===== config.mk =====
export PLATFORM = sky130hd
export DESIGN_NAME = stable_priority_queue
export DESIGN_NICKNAME = d
export VERILOG_FILES = /design/src/hdl/spq_pkg.sv /design/src/hdl/spq_slot.sv /design/src/hdl/stable_priority_queue.sv
export SDC_FILE = /design/constraint.sdc
export NUM_CORES = 1
export LEC_CHECK = 0
export BUFFER_PORTS_ARGS = -buffer_cell sky130_fd_sc_hd__buf_2
export CAP_MARGIN = 20
export CORE_ASPECT_RATIO = 1.25
export CORE_UTILIZATION = 42
export CTS_BUF_LIST = sky130_fd_sc_hd__clkbuf_16
export DETAILED_ROUTE_END_ITERATION = 8
export GPL_ROUTABILITY_DRIVEN = 0
export PLACE_DENSITY = 0.7
export SYNTH_ARGS = -nofsm -noshare
export SYNTH_HDL_FRONTEND = slang
export SYNTH_SLANG_ARGS = --single-unit
export TNS_END_PERCENT = 50

===== constraint.sdc =====
create_clock -name i_clk -period 4.2 [get_ports i_clk]
set_input_delay 0 -clock i_clk [delete_from_list [all_inputs] [get_ports i_clk]]
set_output_delay 0 -clock i_clk [all_outputs]
set_load 0.01 [all_outputs]

===== src/hdl/spq_pkg.sv =====
// Shared types and codes for the stable priority queue.
package spq_pkg;

    localparam logic OP_PUSH = 1'b0;
    localparam logic OP_POP  = 1'b1;

    localparam logic [1:0] ST_PUSHED    = 2'd0;
    localparam logic [1:0] ST_FULL      = 2'd1;
    localparam logic [1:0] ST_POPPED    = 2'd2;
    localparam logic [1:0] ST_EMPTY_POP = 2'd3;

    typedef struct packed {
        logic [1:0]  pri;
        logic [15:0] code;
        logic [15:0] handle;
    } t_entry;

    // Per-cycle command broadcast to every slot
    typedef struct packed {
        logic       push;
        logic       pop;
        logic [1:0] pri;
    } t_slot_ctl;

endpackage


===== src/hdl/spq_slot.sv =====
// One slot of the sorted store: hold, take the new entry, or shift.
module spq_slot (
    input  logic               i_clk,
    input  spq_pkg::t_slot_ctl i_ctl,
    input  logic               i_occupied,
    input  logic               i_prev_ge,
    input  spq_pkg::t_entry    i_prev,
    input  spq_pkg::t_entry    i_next,
    input  spq_pkg::t_entry    i_new,
    output logic               o_ge,
    output spq_pkg::t_entry    o_entry
);
    import spq_pkg::*;

    t_entry r_entry;
    t_entry n_entry;

    // Slots at or above the new level form a prefix of the store
    assign o_ge    = i_occupied && (r_entry.pri >= i_ctl.pri);
    assign o_entry = r_entry;

    always_comb begin
        n_entry = r_entry;
        if (i_ctl.push) begin
            if (!o_ge) begin
                n_entry = i_prev_ge ? i_new : i_prev;
            end
        end else if (i_ctl.pop) begin
            n_entry = i_next;
        end
    end

    always_ff @(posedge i_clk) begin
        r_entry <= n_entry;
    end

endmodule


===== src/hdl/stable_priority_queue.sv =====
// Stable bounded priority queue with sorted insertion, top level.
//
// Usage:
//   Input channel (i_in_valid / o_in_stall) carries one request: a push with
//   a priority level, package code and record handle, or a pop. Output
//   channel (o_out_valid / i_out_stall) returns one result per request:
//   status, the popped entry's fields (zero unless popped) and occupancy.
//   Entries are kept sorted in a row of DEPTH slot registers, head at slot
//   0; a push lands behind every entry of equal or higher level, so each
//   level leaves in arrival order. Levels above LEVELS-1 saturate.
//   The result register holds the answer on the cycle after acceptance.
//   Throughput is one request per cycle unless a held result stalls; it is
//   set by the slot row, where each slot compares its level and shifts in
//   parallel. While the receiver stalls a held result, o_in_stall rises and
//   the queue holds; it falls again as soon as the result is taken.
//   Reset empties the queue and clears the output valid; slot contents are
//   not cleared, only the entry count.
module stable_priority_queue #(
    parameter int DEPTH  = 16,
    parameter int LEVELS = 3
) (
    input  logic        i_clk,
    input  logic        i_rst_n,
    input  logic        i_in_valid,
    output logic        o_in_stall,
    input  logic        i_operation,
    input  logic [1:0]  i_priority_req,
    input  logic [15:0] i_package_code,
    input  logic [15:0] i_record_handle,
    output logic        o_out_valid,
    input  logic        i_out_stall,
    output logic [1:0]  o_status,
    output logic [1:0]  o_out_priority,
    output logic [15:0] o_out_code,
    output logic [15:0] o_out_handle,
    output logic [4:0]  o_occupancy
);
    import spq_pkg::*;

    localparam int CW = $clog2(DEPTH + 1);

    logic          r_out_valid;
    logic [CW-1:0] r_count;
    logic [CW-1:0] n_count;
    logic [1:0]    r_status;
    logic [1:0]    n_status;
    t_entry        r_head;
    t_entry        n_head;

    logic          accept;
    logic          full;
    logic          empty;
    logic [1:0]    pri_sat;
    t_slot_ctl     ctl;
    t_entry        new_entry;
    t_entry        slot_q  [DEPTH];
    logic          slot_ge [DEPTH];
    logic          occupied[DEPTH];
    logic [CW+4:0] count_wide;

    assign accept     = i_in_valid && !o_in_stall;
    assign o_in_stall = r_out_valid && i_out_stall;
    assign full       = (r_count == CW'(DEPTH));
    assign empty      = (r_count == '0);

    always_comb begin
        pri_sat = i_priority_req;
        if (32'(i_priority_req) > LEVELS - 1) begin
            pri_sat = 2'(LEVELS - 1);
        end
    end

    assign new_entry = '{pri: pri_sat, code: i_package_code, handle: i_record_handle};

    always_comb begin
        ctl.pri  = pri_sat;
        ctl.push = accept && (i_operation == OP_PUSH) && !full;
        ctl.pop  = accept && (i_operation == OP_POP) && !empty;
    end

    genvar g;
    generate
        for (g = 0; g < DEPTH; g++) begin : g_slot
            assign occupied[g] = (r_count > CW'(g));
            spq_slot u_slot (
                .i_clk      (i_clk),
                .i_ctl      (ctl),
                .i_occupied (occupied[g]),
                .i_prev_ge  ((g == 0) ? 1'b1 : slot_ge[(g == 0) ? 0 : g - 1]),
                .i_prev     ((g == 0) ? new_entry : slot_q[(g == 0) ? 0 : g - 1]),
                .i_next     ((g == DEPTH - 1) ? slot_q[g]
                                              : slot_q[(g == DEPTH - 1) ? g : g + 1]),
                .i_new      (new_entry),
                .o_ge       (slot_ge[g]),
                .o_entry    (slot_q[g])
            );
        end
    endgenerate

    always_comb begin
        n_count  = r_count;
        n_status = r_status;
        n_head   = r_head;
        if (accept) begin
            n_head = '0;
            if (i_operation == OP_PUSH) begin
                if (full) begin
                    n_status = ST_FULL;
                end else begin
                    n_status = ST_PUSHED;
                    n_count  = r_count + 1'b1;
                end
            end else begin
                if (empty) begin
                    n_status = ST_EMPTY_POP;
                end else begin
                    n_status = ST_POPPED;
                    n_head   = slot_q[0];
                    n_count  = r_count - 1'b1;
                end
            end
        end
    end

    always_ff @(posedge i_clk) begin
        if (!i_rst_n) begin
            r_out_valid <= 1'b0;
            r_count     <= '0;
        end else begin
            r_count <= n_count;
            if (accept) begin
                r_out_valid <= 1'b1;
            end else if (!i_out_stall) begin
                r_out_valid <= 1'b0;
            end
        end
    end

    always_ff @(posedge i_clk) begin
        r_status <= n_status;
        r_head   <= n_head;
    end

    assign count_wide     = (CW + 5)'(r_count);
    assign o_out_valid    = r_out_valid;
    assign o_status       = r_status;
    assign o_out_priority = r_head.pri;
    assign o_out_code     = r_head.code;
    assign o_out_handle   = r_head.handle;
    assign o_occupancy    = count_wide[4:0];

endmodule

== After elaboration in Yosys (flattened, before gate mapping) ==
Index checks and enable logic that the tools add are counted.

* Add/sub/neg operators: 2
* Order comparisons: 33
* Equality and inequality tests: 19
* Mux-type cells: 69
* Bitwise gates (word level): 2
* Reductions and logical operators: 45

{| class="wikitable"
|+ Operators with widths
! cell !! count
|-
| $mux W34 || 60
|-
| $gt A5 B4 Y1 const B || 8
|-
| $ne A2 B2 Y1 const B || 17
|-
| $ge A2 B2 Y1 || 16
|-
| $reduce_and A2 Y1 || 16
|-
| $logic_and A1 B1 Y1 || 22
|-
| $gt A5 B3 Y1 const B || 4
|-
| $mux W5 || 3
|-
| $gt A5 B1 Y1 const B || 2
|-
| $gt A5 B2 Y1 const B || 2
|-
| $add A5 B1 Y5 const B || 1
|-
| $eq A5 B5 Y1 const B || 1
|-
| $logic_not A5 Y1 || 1
|-
| $sub A5 B1 Y5 const B || 1
|-
| $mux W1 || 4
|-
| $mux W2 || 2
|-
| $logic_not A1 Y1 || 3
|-
| $reduce_and A3 Y1 || 1
|-
| $gt A2 B2 Y1 const B || 1
|-
| $ne A2 B1 Y1 const B || 1
|-
| $not A1 Y1 || 2
|-
| $reduce_bool A2 Y1 || 1
|-
| $reduce_or A2 Y1 || 1
|}

* Flip-flop bits (word level): 586
* Bits of input ports: 39
* Output and inout bits: 43
* Logic and storage cells: 224

== Longest topological paths before layout ==
* Depth in word-level cells: 7
* Depth in mapped cells: 10
* Mapped depth without buffers: 6

== Cells and area by module ==
From an unflattened synthesis, not the netlist that was laid out.

* Cell total of the unflattened synthesis: 2671
* Area total of the unflattened synthesis: 31203.7 um2

{| class="wikitable"
|+ By module, submodules not included
! module !! times used !! cells an instance !! area an instance (um2) !! seq. area each (um2)
|-
| spq_slot || 16 || 157 || 1829.3 || 1021.0
|-
| stable_priority_queue || 1 || 159 || 1935.6 || 1201.2
|}

== Least setup slack after synthesis ==
Ideal clock, no wire load.

* Path type: register to register
* Start: register r_count[0] (netlist: o_occupancy[0])
* End: register g_slot[11].u_slot.r_entry, in the netlist g_slot[11].u_slot.o_entry[0], enable pin
* Setup time: 472 ps
* Data arrival time: 3734 ps
* Data required time: 3728 ps
* Path slack: -6 ps
* Stages on the path, launching flop included: 7
* Buffers on the path: 1
* Period minus slack after synthesis: 4206 ps
* Path through: dfxtp_1 buf_2 inv_1 ha_1 nand2_1 nand2_1 o21ai_0

* Longest elaborated chain between the ends: 5
* Elaborated cells between the ends (all ways): 11
* Those cells by class: order compare: 1; eq/ne: 2; reduce/logical: 8

{| class="wikitable"
|+ RTL lines
! item !! line !! source
|-
| start, declared || stable_priority_queue.sv:43 || <nowiki>logic [CW-1:0] r_count;</nowiki>
|-
| start signal, assigned || stable_priority_queue.sv:130 || <nowiki>r_count <= n_count;</nowiki>
|-
| branches (longest 4 deep; another with $gt A5 B4 Y1) || -- ||
|-
| $reduce_and A2 Y1 (no line) (*) || -- ||
|-
| end signal, assigned || spq_slot.sv:34 || <nowiki>r_entry <= n_entry;</nowiki>
|-
| end, declared || spq_slot.sv:15 || <nowiki>t_entry r_entry;</nowiki>
|}

Mark *: on every way between the ends.
A chain may end at the register's enable or synchronous reset.

==> summary.txt <==
Floorplanning
  • I/O pin cnt: a little over 80
  • Full die area: ~73000 um^2
  • Die Ht: a little over 300 um
  • Initial core utilization: 42.7%
  • CORE AREA: around 71000 um^2
  • Row count: about 110
  • Width of the die: between 200 and 250 um

Min path
  • Hold Path Class: in2reg

Power and ir drop
  • Pwr dens: 513 nW/um^2
  • Psw: between 5 and 6 mW
  • Switching Fraction: 33.6%
  • Total power: about 17 mW
  • Reg power frac: a little under half
  • P_leak: approximately 11 nW
  • Peak VDD IR: slightly above 400 uV
  • Comb pwr share: a little under a quarter
  • Clock group share of total power: 28.8%
  • Power Internal: roughly 11 mW

Logic synthesis
  • Number of synthesized register bits: ~590
  • Synth warnings: 0
  • Post-synthesis sequential area ratio: a little under 60%
  • Synth unique cells: 51
  • Synth Net Count: about 2800
  • Post-synthesis average cell area: between 10 and 15 um^2
  • Syn Inst Count: 2746
  • Mapped cell area: around 30000 um^2

Worst setup path
  • Critical path cell sequence: inv_1, ha_1, and4bb_1, nor3_4, buf_12, nand2_1, o211ai_1
  • Arr. time, crit path: 3.80 ns
  • Crit path largest cell delay: between 0.6 and 0.7 ns
  • Slowest cell on crit path: dfxtp_1
  • Crit start category: flop
  • Critical path class: reg2reg
  • CP Data Required Time: between 4 and 5 ns
  • CP Capture Type: flop
  • Biggest fanout along the worst timing path: 107
  • Top Family by Delay on Critical Path: simple AND/OR/NAND/NOR gates
  • Crit path buf inv count: 2

Global route
  • All-Layer GR Usage: 24.0%
  • Overflow after GRT: 0
  • Pin count of the biggest net entering global routing: between 100 and 150
  • Via count of the first global-routing pass: 23300
  • First-pass GRT wire length: approximately 140000 um
  • Antenna violations before repair: 2

Final layout
  • Final nets: between 2000 and 3000
  • Share of cells above drive strength 1: roughly an eighth
  • Synth-to-layout area growth: 10.5%
  • Fillers: 6425

Placed design
  • Post-DP HPWL: 56700 um
  • PortBufs: roughly 80

Timing
  • Tightest Pin Transition: 1.14 ns
  • Max Clock Skew: between 0.02 and 0.025 ns
  • Period utilization: between 80% and 90%
  • Slew Viols, Final: 0
  • Relative slew slack: 24.0%
  • Max Clock Freq: between 200 and 300 MHz
  • Final setup violation count: 0
  • Count of final hold-check violations: 0
  • Tmin final: about 3.4 ns
  • RSZ-0062 raised after global routing: no
  • Sum Neg Setup Slack: 0 ns

Routing
  • DRT iter0 DRCs: between 2000 and 3000
  • Drt wl/cell: 24.5 um
  • DR vias: roughly 24000
  • Mean number of vias per cell: 6.51
  • DRC errors left: 0
  • First drt pass iteration count: 6
  • WL final: around 90000 um
  • Number of nets still failing antenna checks after routing: 0

CTS
  • Clk slew on worst S/H paths: ~0.070 ns
  • Max clock buf depth: 3
  • Clock root buffer master: clkbuf_16
  • Worst-Skew Late Latency: slightly above 0.6 ns
  • Post-CTS sizing: 0
  • H-tree depth: 2
  • CTS tree: built
  • Num CTS Buffers: 58
  • Clk sink count: 586

Run status
  • Status: complete, no violations

Run
  • Number of max-cap violations: 0
what timing repair did:
item / CTS / global route
setup buffers: 0 / 0
hold buffers: 36 / 0
endpoints found under the hold margin: 103 / 0
cell usage after synthesis (all sizes together):
cell	count	area, um^2
a221oi	3	26.3
clkbuf	152	571
dfxtp	6	120
buf	169	976
o21a	3	22.5
mux2	34	383
and2	6	37.5
or3	3	18.8
and3b	1	8.76
a21o	1	7.51
o211ai	814	6110
nand4b	2	17.5
and3	35	219
edfxtp	580	17400
a21bo	1	10.0
a2bb2oi	1	8.76
or4b	1	10.0
o31a	1	8.76
nor4b	2	17.5
ha	22	275
and4bb	1	12.5
o211a	1	10.0
or3b	14	123
or2	16	100
o21ai	85	425
a21oi	103	587
nor2b	3	18.8
nand2	515	1930
a41oi	1	8.76
nor3b	1	7.51
nand2b	3	18.8
xnor2	3	26.3
nor2	78	298
a31oi	72	457
o22ai	1	6.26
o31ai	1	7.51
xor2	2	17.5
nor3	3	26.3
o21ba	1	10.0
inv	5	18.8
sequential cells by signal, summed over array words and instances (netlist names):
| name | cells |
|---|---|
| g_slot.u_slot.o_entry | 544 |
| o_occupancy | 5 |
| o_out_code | 16 |
| o_out_handle | 16 |
| o_out_priority | 2 |
| o_out_valid | 1 |
| o_status | 2 |
logic make-up after synthesis:
logic type / count (synthesis) / synth area share [%]
AOI/OAI and AO/OA: 1089 / 25.4
and+or+nand+nor: 684 / 9.44
DFF: 586 / 57.7
buffers and inverters: 326 / 5.15
muxes: 34 / 1.26
adders and majority gates: 22 / 0.906
xor gates and xnor gates: 5 / 0.144
tightest hold or removal path: cells and delay by family:
kind / cells / cell delay (ns)
AO/OA/AOI/OAI: 2 / 0.38
XOR/XNOR: 1 / 0.14
buffers and inverters: 1 / 0.09
AND/OR/NAND/NOR: 1 / 0.04
per-layer routing:
layer / share of wire [%] / routed length (um) / GRT usage (%)
met2: 48 / 43000 / 40.2
met5: 0 / 0 / 0
met1: 39 / 35100 / 31.4
met3: 9.1 / 8230 / 3.03
met4: 4.3 / 3840 / 10.6
worst paths after layout:
kind | from | end | depth (start not counted) | slack, ns
setup / recovery | o_occupancy[0]$_SDFFE_PN0P_ | g_slot[1].u_slot.o_entry[17]$_DFFE_PP_ | 7 | 0.83
hold / removal | i_out_stall | o_occupancy[3]$_SDFFE_PN0P_ | 5 | 0.08
setup reg to reg | o_occupancy[0]$_SDFFE_PN0P_ | g_slot[1].u_slot.o_entry[17]$_DFFE_PP_ | 7 | 0.83
hold reg to reg | g_slot[1].u_slot.o_entry[9]$_DFFE_PP_ | g_slot[0].u_slot.o_entry[9]$_DFFE_PP_ | 2 | 0.56
per-stage QoR:
step	instances	util, %	area, um^2	setup slack [ns]	hold slack, ns
after floorplan	2746	-	30400	0.324	0.0989
after global placement	3530	44.2	31400	1.11	0.216
after detailed placement	3530	44.2	31400	0.958	0.240
after CTS	3674	47.2	33600	0.955	0.0386
after global routing	3675	47.2	33600	0.716	0.0953
final	3675	47.2	33600	0.830	0.0769
layout by cell type (no fill, tap or decap), types with 3 or more instances in the layout:
| master | count |
|---|---|
| a21oi_1 | 72 |
| a21oi_2 | 15 |
| a21oi_4 | 16 |
| a221oi_1 | 3 |
| a31oi_1 | 69 |
| and2_1 | 6 |
| and3_1 | 35 |
| buf_12 | 15 |
| buf_2 | 81 |
| buf_4 | 66 |
| clkbuf_16 | 59 |
| clkinv_1 | 15 |
| clkinv_2 | 16 |
| clkinvlp_4 | 4 |
| dfxtp_1 | 6 |
| dlygate4sd3_1 | 36 |
| edfxtp_1 | 580 |
| ha_1 | 22 |
| inv_1 | 14 |
| inv_6 | 3 |
| mux2_2 | 34 |
| nand2_1 | 514 |
| nand2b_1 | 3 |
| nor2_1 | 73 |
| nor2_2 | 3 |
| nor2b_1 | 3 |
| o211ai_1 | 814 |
| o21a_1 | 3 |
| o21ai_0 | 82 |
| or2_1 | 13 |
| or2_2 | 3 |
| or3b_1 | 10 |
| or3b_2 | 4 |
| xnor2_1 | 3 |
power groups by stage:
stage               Clock [mW]  Sequential, mW  Combinational, mW
floorplan                    0            8.04               2.76
global placement             0            8.21               3.90
detailed placement           0            8.24               4.01
CTS                       5.01            8.12               4.05
global route              5.20            8.21               4.40
finish                    4.95            8.14               4.12
layout make-up:
| type | count | area [um^2] | area share, % |
|---|---|---|---|
| Antenna cell | 1 | 2.50 | 0.00745 |
| Multi-Input combinational cell | 1834 | 11500 | 34.3 |
| Inverter | 5 | 18.8 | 0.0559 |
| Tap cell | 943 | 1180 | 3.51 |
| Sequential cell | 586 | 17500 | 52.2 |
| Timing Repair Buffer | 198 | 1560 | 4.65 |
| Clock buffer | 59 | 1480 | 4.40 |
| Clock inverter | 49 | 287 | 0.853 |
Note: power is estimated with default switching activity, not from simulation.
